File: config.mk
export PLATFORM = sky130hd
export DESIGN_NAME = i2c_master_bit_engine
export DESIGN_NICKNAME = d
export VERILOG_FILES = /design/src/hdl/i2cm_pkg.sv /design/src/hdl/i2cm_seq.sv /design/src/hdl/i2c_master_bit_engine.sv
export SDC_FILE = /design/constraint.sdc
export NUM_CORES = 1
export LEC_CHECK = 0
export BUFFER_PORTS_ARGS = -buffer_cell sky130_fd_sc_hd__buf_2
export CORE_MARGIN = 2
export CORE_UTILIZATION = 57
export CTS_BUF_LIST = sky130_fd_sc_hd__clkbuf_2 sky130_fd_sc_hd__clkbuf_4 sky130_fd_sc_hd__clkbuf_8
export CTS_CLUSTER_DIAMETER = 50
export DETAILED_ROUTE_END_ITERATION = 8
export PLACE_DENSITY = 0.79
export SYNTH_ARGS = -nofsm -noshare
export SYNTH_HDL_FRONTEND = slang
export SYNTH_HIERARCHICAL = 1
export SYNTH_SLANG_ARGS = --single-unit
File: constraint.sdc
create_clock -name clk -period 5.9 [get_ports clk]
set_input_delay 1.475 -clock clk [delete_from_list [all_inputs] [get_ports clk]]
set_output_delay 1.475 -clock clk [all_outputs]
set_load 0.02 [all_outputs]
File: src/hdl/i2cm_pkg.sv
// Types, codes and timing helpers shared by the I2C master bit engine files.
package i2cm_pkg;

  localparam int BITS_PER_BYTE = 8;
  localparam int BC_W = $clog2(BITS_PER_BYTE + 1);

  // Command codes of a request.
  localparam logic [2:0] CMD_NONE     = 3'd0;
  localparam logic [2:0] CMD_START    = 3'd1;
  localparam logic [2:0] CMD_STOP     = 3'd2;
  localparam logic [2:0] CMD_WRITE    = 3'd3;
  localparam logic [2:0] CMD_READ     = 3'd4;
  localparam logic [2:0] CMD_WAIT_ACK = 3'd5;

  // Configuration register indexes.
  localparam logic [1:0] REG_HOLD      = 2'd0;
  localparam logic [1:0] REG_BIT_PHASE = 2'd1;
  localparam logic [1:0] REG_READ_HIGH = 2'd2;
  localparam logic [1:0] REG_TIMEOUT   = 2'd3;

  typedef enum logic [14:0] {
    ST_IDLE    = 15'h0001,
    ST_ST_A    = 15'h0002,
    ST_ST_B    = 15'h0004,
    ST_SP_A    = 15'h0008,
    ST_SP_B    = 15'h0010,
    ST_WR_LO   = 15'h0020,
    ST_WR_HI   = 15'h0040,
    ST_WR_LO2  = 15'h0080,
    ST_RD_LO   = 15'h0100,
    ST_RD_HI   = 15'h0200,
    ST_AK_LO   = 15'h0400,
    ST_AK_HI   = 15'h0800,
    ST_WA_REL  = 15'h1000,
    ST_WA_HI   = 15'h2000,
    ST_WA_POLL = 15'h4000
  } step_t;

  typedef struct packed {
    logic [7:0] hold;
    logic [7:0] bit_phase;
    logic [7:0] read_high;
    logic [7:0] ack_timeout;
  } cfg_t;

  typedef struct packed {
    logic       scl_level;
    logic       sda_level;
    logic       sda_drive_enable;
    logic       busy_res;
    logic       done_res;
    logic [7:0] read_byte;
    logic       ack_failed;
  } seq_res_t;

  // Length of a phase in ticks; a programmed zero behaves as one tick.
  function automatic logic [7:0] phase_len(step_t s, cfg_t c);
    logic [7:0] v;
    unique case (s)
      ST_ST_A, ST_ST_B, ST_SP_A, ST_SP_B: v = c.hold;
      ST_RD_HI:                           v = c.read_high;
      ST_WA_REL, ST_WA_HI:                v = 8'd1;
      default:                            v = c.bit_phase;
    endcase
    return (v == 8'd0) ? 8'd1 : v;
  endfunction

endpackage

File: src/hdl/i2cm_seq.sv
// Bus sequencer: phase state, counters, shift register and line drive of the engine.
module i2cm_seq (
  input  logic              clk,
  input  logic              rst_n,
  input  logic              tick_en,
  input  i2cm_pkg::cfg_t    cfg,
  input  logic [2:0]        command,
  input  logic [7:0]        write_data,
  input  logic              ack_after_read,
  input  logic              sda_sample,
  output i2cm_pkg::seq_res_t res
);
  import i2cm_pkg::*;

  step_t           step_r, step_nxt;
  logic [7:0]      tick_r, tick_nxt;
  logic [BC_W-1:0] bc_r, bc_nxt, bc_inc;
  logic [7:0]      shift_r, shift_nxt;
  logic [7:0]      poll_r, poll_nxt;
  logic            scl_r, scl_nxt, sda_r, sda_nxt, en_r, en_nxt;
  logic            ackc_r, ackc_nxt;
  logic            fail_r, fail_nxt;
  logic [7:0]      rd_r, rd_nxt;
  logic            done;
  logic [7:0]      plen;
  logic [7:0]      tick_base;

  assign plen   = phase_len(step_r, cfg);
  assign bc_inc = bc_r + BC_W'(1);

  always_comb begin
    step_nxt  = step_r;
    bc_nxt    = bc_r;
    shift_nxt = shift_r;
    poll_nxt  = poll_r;
    scl_nxt   = scl_r;
    sda_nxt   = sda_r;
    en_nxt    = en_r;
    ackc_nxt  = ackc_r;
    fail_nxt  = fail_r;
    rd_nxt    = rd_r;
    done      = 1'b0;
    if (step_r == ST_IDLE) begin
      bc_nxt = '0;
      unique case (command)
        CMD_START: begin
          step_nxt = ST_ST_A;
          scl_nxt = 1'b1; sda_nxt = 1'b1; en_nxt = 1'b1;
        end
        CMD_STOP: begin
          step_nxt = ST_SP_A;
          scl_nxt = 1'b0; sda_nxt = 1'b0; en_nxt = 1'b1;
        end
        CMD_WRITE: begin
          shift_nxt = write_data;
          step_nxt  = ST_WR_LO;
          scl_nxt = 1'b0; sda_nxt = write_data[7]; en_nxt = 1'b1;
        end
        CMD_READ: begin
          shift_nxt = '0;
          ackc_nxt  = ack_after_read;
          step_nxt  = ST_RD_LO;
          scl_nxt = 1'b0; sda_nxt = 1'b1; en_nxt = 1'b0;
        end
        CMD_WAIT_ACK: begin
          poll_nxt = '0;
          step_nxt = ST_WA_REL;
          scl_nxt = 1'b0; sda_nxt = 1'b1; en_nxt = 1'b0;
        end
        default: ;
      endcase
    end else begin
      if (step_r != ST_WA_POLL && tick_r >= plen) begin
        unique case (step_r)
          ST_ST_A: begin
            step_nxt = ST_ST_B; scl_nxt = 1'b1; sda_nxt = 1'b0; en_nxt = 1'b1;
          end
          ST_ST_B: begin
            step_nxt = ST_IDLE; scl_nxt = 1'b0; sda_nxt = 1'b0; en_nxt = 1'b1;
            done = 1'b1;
          end
          ST_SP_A: begin
            step_nxt = ST_SP_B; scl_nxt = 1'b1; sda_nxt = 1'b1; en_nxt = 1'b1;
          end
          ST_SP_B: begin
            step_nxt = ST_IDLE; scl_nxt = 1'b1; sda_nxt = 1'b1; en_nxt = 1'b1;
            done = 1'b1;
          end
          ST_WR_LO: begin
            step_nxt = ST_WR_HI; scl_nxt = 1'b1; en_nxt = 1'b1;
          end
          ST_WR_HI: begin
            step_nxt = ST_WR_LO2; scl_nxt = 1'b0; en_nxt = 1'b1;
          end
          ST_WR_LO2: begin
            bc_nxt = bc_inc;
            if (bc_inc < BC_W'(BITS_PER_BYTE)) begin
              shift_nxt = {shift_r[6:0], 1'b0};
              step_nxt  = ST_WR_LO;
              scl_nxt = 1'b0; sda_nxt = shift_r[6]; en_nxt = 1'b1;
            end else begin
              step_nxt = ST_IDLE; scl_nxt = 1'b0; en_nxt = 1'b1;
              done = 1'b1;
            end
          end
          ST_RD_LO: begin
            // Data is sampled on the tick SCL rises.
            shift_nxt = {shift_r[6:0], sda_sample};
            step_nxt  = ST_RD_HI;
            scl_nxt = 1'b1; sda_nxt = 1'b1; en_nxt = 1'b0;
          end
          ST_RD_HI: begin
            bc_nxt = bc_inc;
            if (bc_inc < BC_W'(BITS_PER_BYTE)) begin
              step_nxt = ST_RD_LO;
              scl_nxt = 1'b0; sda_nxt = 1'b1; en_nxt = 1'b0;
            end else begin
              rd_nxt   = shift_r;
              step_nxt = ST_AK_LO;
              scl_nxt = 1'b0; sda_nxt = ~ackc_r; en_nxt = 1'b1;
            end
          end
          ST_AK_LO: begin
            step_nxt = ST_AK_HI; scl_nxt = 1'b1; en_nxt = 1'b1;
          end
          ST_AK_HI: begin
            step_nxt = ST_IDLE; scl_nxt = 1'b0; en_nxt = 1'b1;
            done = 1'b1;
          end
          ST_WA_REL: begin
            step_nxt = ST_WA_HI; scl_nxt = 1'b1; sda_nxt = 1'b1; en_nxt = 1'b0;
          end
          ST_WA_HI: begin
            step_nxt = ST_WA_POLL; scl_nxt = 1'b1; sda_nxt = 1'b1; en_nxt = 1'b0;
          end
          default: step_nxt = ST_IDLE;
        endcase
      end
      // Polling starts on the same tick the poll phase is entered.
      if (step_nxt == ST_WA_POLL) begin
        if (!sda_sample) begin
          fail_nxt = 1'b0;
          step_nxt = ST_IDLE;
          scl_nxt = 1'b0; sda_nxt = 1'b1; en_nxt = 1'b0;
          done = 1'b1;
        end else if (poll_r >= cfg.ack_timeout) begin
          fail_nxt = 1'b1;
          step_nxt = ST_SP_A;
          scl_nxt = 1'b0; sda_nxt = 1'b0; en_nxt = 1'b1;
        end else begin
          poll_nxt = poll_r + 8'd1;
        end
      end
    end
  end

  // Every phase entry changes the step, so a change restarts the tick count.
  assign tick_base = (step_nxt != step_r) ? 8'd0 : tick_r;

  always_comb begin
    tick_nxt = tick_base;
    if (step_nxt != ST_IDLE && step_nxt != ST_WA_POLL && tick_base != 8'hFF) begin
      tick_nxt = tick_base + 8'd1;
    end
  end

  always_ff @(posedge clk) begin
    if (!rst_n) begin
      step_r  <= ST_IDLE;
      tick_r  <= '0;
      bc_r    <= '0;
      shift_r <= '0;
      poll_r  <= '0;
      scl_r   <= 1'b1;
      sda_r   <= 1'b1;
      en_r    <= 1'b1;
      ackc_r  <= 1'b0;
      fail_r  <= 1'b0;
      rd_r    <= '0;
    end else if (tick_en) begin
      step_r  <= step_nxt;
      tick_r  <= tick_nxt;
      bc_r    <= bc_nxt;
      shift_r <= shift_nxt;
      poll_r  <= poll_nxt;
      scl_r   <= scl_nxt;
      sda_r   <= sda_nxt;
      en_r    <= en_nxt;
      ackc_r  <= ackc_nxt;
      fail_r  <= fail_nxt;
      rd_r    <= rd_nxt;
    end
  end

  always_comb begin
    res.scl_level        = scl_nxt;
    res.sda_level        = sda_nxt;
    res.sda_drive_enable = en_nxt;
    res.busy_res         = (step_nxt != ST_IDLE);
    res.done_res         = done;
    res.read_byte        = rd_nxt;
    res.ack_failed       = fail_nxt;
  end

endmodule

File: src/hdl/i2c_master_bit_engine.sv
// Top level of the I2C master bit engine: configuration, handshakes and result register.
// Latency: the result of a request is valid in the cycle after the request is accepted.
// Throughput: one request (one bus tick) per clock cycle unless stalled; the phase state
// advances in a single pass of logic between the sequencer and result registers.
// Reset (rst_n low, synchronous): sequencer idle, SCL and SDA driven high, counters and
// flags cleared, no result pending, timing registers back to 4, 2, 1 and 250.
module i2c_master_bit_engine (
  input  logic       clk,
  input  logic       rst_n,
  input  logic       cfg_write_en,
  input  logic [1:0] cfg_index,
  input  logic [7:0] cfg_data,
  input  logic       in_valid,
  output logic       in_stall,
  input  logic [2:0] in_command,
  input  logic [7:0] in_write_data,
  input  logic       in_ack_after_read,
  input  logic       in_sda_sample,
  output logic       out_valid,
  input  logic       out_stall,
  output logic       out_scl_level,
  output logic       out_sda_level,
  output logic       out_sda_drive_enable,
  output logic       out_busy_res,
  output logic       out_done_res,
  output logic [7:0] out_read_byte,
  output logic       out_ack_failed
);
  import i2cm_pkg::*;

  cfg_t     cfg_r;
  seq_res_t seq_res;
  seq_res_t res_r;
  logic     out_valid_r;
  logic     accept;

  // The result register parts the two channels: a new request is taken whenever the
  // register is empty or its content leaves in the same cycle.
  assign in_stall = out_valid_r && out_stall;
  assign accept   = in_valid && !in_stall;

  // Timing registers. The user must write them only while the engine is idle; the block does not enforce this.
  always_ff @(posedge clk) begin
    if (!rst_n) begin
      cfg_r.hold        <= 8'd4;
      cfg_r.bit_phase   <= 8'd2;
      cfg_r.read_high   <= 8'd1;
      cfg_r.ack_timeout <= 8'd250;
    end else if (cfg_write_en) begin
      unique case (cfg_index)
        REG_HOLD:      cfg_r.hold        <= cfg_data;
        REG_BIT_PHASE: cfg_r.bit_phase   <= cfg_data;
        REG_READ_HIGH: cfg_r.read_high   <= cfg_data;
        REG_TIMEOUT:   cfg_r.ack_timeout <= cfg_data;
      endcase
    end
  end

  // The sequencer advances by one tick for each accepted request and presents the
  // line levels and status that hold after that tick.
  i2cm_seq u_seq (
    .clk            (clk),
    .rst_n          (rst_n),
    .tick_en        (accept),
    .cfg            (cfg_r),
    .command        (in_command),
    .write_data     (in_write_data),
    .ack_after_read (in_ack_after_read),
    .sda_sample     (in_sda_sample),
    .res            (seq_res)
  );

  always_ff @(posedge clk) begin
    if (!rst_n) begin
      out_valid_r <= 1'b0;
    end else if (accept) begin
      out_valid_r <= 1'b1;
    end else if (!out_stall) begin
      out_valid_r <= 1'b0;
    end
  end

  // The payload is loaded only on an accepted request, so a stalled result holds.
  always_ff @(posedge clk) begin
    if (accept) begin
      res_r <= seq_res;
    end
  end

  assign out_valid            = out_valid_r;
  assign out_scl_level        = res_r.scl_level;
  assign out_sda_level        = res_r.sda_level;
  assign out_sda_drive_enable = res_r.sda_drive_enable;
  assign out_busy_res         = res_r.busy_res;
  assign out_done_res         = res_r.done_res;
  assign out_read_byte        = res_r.read_byte;
  assign out_ack_failed       = res_r.ack_failed;

endmodule

Word-level counts from Yosys, hierarchy flattened

Index checks and enable logic that the tools add are counted.
Widths: inputs -> output; s select.

Bits in registers: 103
Input bits: 28
Output and inout port bits: 16
Logic and storage cells: 163

Add/subtract/negate cells: 3
$lt $le $gt $ge: 3
Equality and inequality tests: 33
Muxes and demuxes: 65
Bitwise logic cells: 1
Reduce and logical (&&, ||, !) cells: 35

Operator list:

| kind                 | count |
|---|---|
| $pmux 15 s10         | 1 |
| $mux 8               | 15 |
| $mux 15              | 6 |
| $pmux 15 s5          | 1 |
| $pmux 8 s2           | 2 |
| $ne 15x15->1 const B | 2 |
| $mux 1               | 27 |
| $pmux 8 s3           | 1 |
| $add 8x1->8 const B  | 2 |
| $ge 8x8->1           | 2 |
| $eq 15x1->1 const B  | 1 |
| $eq 15x10->1 const B | 1 |
| $eq 15x11->1 const B | 1 |
| $eq 15x12->1 const B | 1 |
| $eq 15x13->1 const B | 1 |
| $eq 15x14->1 const B | 1 |
| $eq 15x15->1 const B | 1 |
| $eq 15x2->1 const B  | 1 |
| $eq 15x3->1 const B  | 1 |
| $eq 15x4->1 const B  | 1 |
| $eq 15x5->1 const B  | 1 |
| $eq 15x6->1 const B  | 1 |
| $eq 15x7->1 const B  | 1 |
| $eq 15x8->1 const B  | 1 |
| other kinds (37)     | 67 |

Depth between registers and ports, before layout

Depth in word-level cells: 18
Gate-level depth with buffers: 30
Depth with buffers taken out: 26

Cells and area by module

The synthesis kept the hierarchy.

Modules (own cells, without submodules):

| module                | instances | cells an instance | area each (µm²) | seq. area each (µm²) |
|---|---|---|---|---|
| i2cm_seq              | 1         | 589               | 4366.7          | 1121.1 |
| i2c_master_bit_engine | 1         | 146               | 1707.9          | 1081.0 |

Least setup slack after synthesis

No wires, ideal clock.

Path kind: register to register
Start point: register u_seq.step_r[5]
End point: register u_seq.tick_r[7]
Setup time: 120 ps
Arrival time: 6008 ps
Data required time: 5780 ps
Path slack: -228 ps
Stages on the path, launching flop included: 31
Buffers on the path: 5
Clock period less this slack: 6128 ps
Cell sequence: dfxtp_1 > buf_2 > or4_4 > buf_6 > nor2_1 > nand2_1 > nor2_1 > buf_1 > nor3_1 > a21boi_0 > nand4_1 > o21bai_1 > ha_1 > a31oi_1 > nor2b_1 > or4_1 > and2_4 > buf_6 > a31oi_2 > and4_4 > a31oi_1 > and2_1 > ha_1 > nand3_1 > nor2_1 > and3_1 > clkbuf_1 > nor3_1 > nand3_1 > o211a_1 > o31a_1

Word-level cells in the longest chain between the ends: 18
Elaborated cells between the ends (all ways): 39
Classes of those cells: add/sub: 1; order compare: 1; eq/ne: 19; mux: 12; reduce/logical: 6

Ends and longest elaborated chain:

| item                                                                | RTL line        | RTL |
|---|---|---|
| start: declaration                                                  | i2cm_seq.sv:15  | `step_t step_r, step_nxt;` |
| start signal: assignment                                            | i2cm_seq.sv:181 | `step_r <= step_nxt;` |
| parallel branches: the longest is 17 deep, another holds $ge 8x8->1 | --              |  |
| $mux 8 *                                                            | i2cm_seq.sv:162 | `if (step_nxt != ST_IDLE && step_nxt != ST_WA_POLL && tick_base != 8'hFF) begin` |
| end signal: assignment                                              | i2cm_seq.sv:182 | `tick_r <= tick_nxt;` |
| end: declaration                                                    | i2cm_seq.sv:16  | `logic [7:0] tick_r, tick_nxt;` |

Every way passes the cells marked *. The select of a mux whose other input is x is not followed.
A chain may end at the register's enable or synchronous reset.

Final worst setup path

Ends and elaborated chain as after synthesis.

==> results.yml <==
logic_synthesis:
  synth_simple_gate_area_frac: 0.2816
  synth-adder-area-share: 0.03913
  synth_compound_area_frac: 0.1574
  synthMuxAreaShare: 0.08218
  synth_common_cells: "nand2_1, dfxtp_1, nor2_1, a21oi_1, mux2i_1"
  syn_avg_cell_area_sq_um: 8.265
  synth_top_area_cell: "dfxtp_1"
  synth_edf_count: 14
  syn-cell-area_sq_um: 6075
  synthFlopType: "dfxtp_1"
  synth_cell_type_count: 77
  syn_nets: 782
  ys_ff_latch: 103
  synthXorXnorAreaFrac: 0.02019
  yosysTopAreaCellShare: 0.2933
  yosys-top-cells-area: "dfxtp_1, edfxtp_1, mux2i_1"
  yosys_warnings: 6
  postSynthCellCount: 735
  synthArstFlopShare: 0
  ys_seq_area_frac: 0.3625
  synth_top_family_by_area: "simple AND/OR/NAND/NOR gates"
  synth_most_common_cell: "nand2_1"
cts:
  htreeDepth: 3
  hold_buffers: 0
  cts_tree: "done"
  numCtsBuffers: 9
  clock_sinks: 103
  insertion_delay_ps: 370
  root_buffer: "clkbuf_8"
  cts_buffer_depth: 2
  clk_pin_slew_worst_paths_ps: 100
routing:
  detail_route.wl_per_cell_um: 17.58
  via_per_inst: 6.146
  drt_iter0_markers: 502
  drt_first_pass_iters: 5
  routed_wl_um: 16010
  ant_nets: 0
  via_count: 5599
  drc: 0
global_route:
  grt_pass1_wl_um: 26220
  grt_max_degree: 52
  grt.total_usage: 0.2844
  grt_pass1_vias: 5340
  overflow: 0
  antenna_found_initial: 0
final_layout:
  nFillCells: 893
  area_delta_synth_final_pct: 11.35
  n_antenna_cell: 0
  drive_gt1_frac: 0.1832
  nets: 817
  final_cell_area_sq_um: 6764
  seq_area_sq_um: 2202
  multi_input_area_sq_um: 3632
  fin_cells: 911
place:
  hpwl_um: 12030
  place_area_sq_um: 6451
  gp_congestion: 0.9850
  port_buffers: 43
  dp_cells: 891
worst_setup_path:
  cp_common_cell: "nor2_1"
  required_ps: 6170
  end_kind: "flip-flop"
  criticalPathCategory: "reg -> reg"
  cpMaxStageDelayCell: "or4_4"
  cp.arrival_ps: 5860
  cpPeakStageDelay_ps: 610
  path_buf_inv: 1
  cp_top_family: "simple AND/OR/NAND/NOR gates"
  critPathLaunchType: "flip-flop"
  worstPathMaxFanout: 7
power:
  p_switching_uw: 521.9
  peakVddDrop_v: 0.0001349
  p_sw_frac: 0.3338
  power_frac_clock: 0.275
  leakage_nw: 2.788
  pwr-share-comb: 0.241
  cellPowerDensity_nw_per_um2: 231.1
  pwr-share-seq: 0.485
  intPower_mw: 1.041
  power.total_mw: 1.563
floorplanning:
  core_sq_um: 10320
  rows: 37
  dieHeight_um: 107.2
  ios: 44
  start_util: 0.5884
  dieArea_sq_um: 11500
  chipWidth_um: 107.2
sta:
  finalSetupTns_ps: 0
  hold_viol: 0
  maxSlewViolCount: 0
  relSlewSlack: 0.3253
  fmax_mhz: 178.6
  period_needed_ps: 5598
  setup_viol: 0
  grt_setup_unrepaired: "no"
  finClkSkew_ps: 15.72
  holdWs_ps: 475.5
  worst_pin_slew_ps: 1005
  post-route-period-util: 0.9488
hold_path:
  hp-class: "reg -> reg"
status:
  outcome: "finished clean"
job:
  maxCapViolations: 0
-- sequential cells by signal (all words and copies together) (netlist names), 4 cells and up --
register	cells
u_seq/poll_r	8
u_seq/shift_r	8
cfg_r	32
out_read_byte	8
u_seq/bc_r	4
u_seq/tick_r	8
u_seq/rd_r	8
u_seq/step_r	15
-- tightest hold or removal path, cell delays in order (launching register included) --
cell	delay (ps)
dfxtp_1	330
nand2_1	50
mux2i_1	50
-- layout by cell type, fill, tap and decap left out, drive strengths merged, types with 7 or more instances in the layout --
cell type	synthesis	layout
nand2	93	93
dfxtp	89	89
buf	24	79
nor2	78	78
a21oi	49	49
mux2i	39	39
nand3	26	26
o21ai	25	25
nor3	24	24
inv	18	21
nand4	20	20
ha	19	19
and2	15	15
edfxtp	14	14
nand2b	12	12
and3	10	10
xor2	10	10
nor2b	10	10
clkbuf	31	9
mux2	9	9
a31oi	9	9
o211ai	7	7
a211oi	7	7
-- final timing paths --
path | startpoint | to | slack (ps) | cells after the start
max | u_seq/step_r[5] | u_seq/tick_r[7] | 300 | 25
min | cfg_r[2] | cfg_r[2] | 480 | 2
max reg2reg | u_seq/step_r[5] | u_seq/tick_r[7] | 300 | 25
min reg2reg | cfg_r[2] | cfg_r[2] | 480 | 2
-- kinds of logic (layout without fill, tap and decap cells) --
| logic type | after synthesis | count (layout) |
|---|---|---|
| and+or+nand+nor | 333 | 333 |
| AOI/OAI and AO/OA | 144 | 144 |
| buffers and inverters | 74 | 114 |
| muxes | 48 | 48 |
| DFF | 103 | 103 |
| adders and majority gates | 19 | 19 |
| xor gates and xnor gates | 14 | 14 |
-- timing repair --
item / 4_1_cts / 5_1_grt
buffers inserted: 1 / 3
pin swaps: 1 / 6
setup endpoints to repair: 1 / 5
resized for setup: 0 / 19
-- final cells by class --
cell class | instances | share of cell area
clock inverter | 7 | 0.009804
sequential | 103 | 0.3256
tap | 136 | 0.02516
multi-input combinational | 558 | 0.5370
clock buffer | 9 | 0.01831
inverter | 19 | 0.01054
timing repair buffer | 79 | 0.07362
-- per-layer routing --
metal  GRT usage  vias to the layer above  part of all wire
met3     0.04316                       31             0.071
met4     0.09184                        0             0.022
met5           0                        -                 0
li1            -                     2708                 -
met1      0.3953                     2633              0.44
met2      0.4534                      227              0.47
-- power by group through the flow --
stage	combinational (mW)	sequential (mW)	clock, mW
after CTS	0.359	0.757	0.441
after global routing	0.409	0.761	0.469
after global placement	0.352	0.772	0
after floorplan	0.263	0.776	0
after detailed placement	0.355	0.772	0
final	0.376	0.758	0.430
-- through the flow --
stage	worst slack, ps	util
after floorplan	14.54	-
after CTS	33.78	0.6453
final	302.2	0.6552
after global routing	0.9894	0.6552
after detailed placement	30.12	0.6249
after global placement	206.7	0.6249
Power figures use the tool's default switching activity.
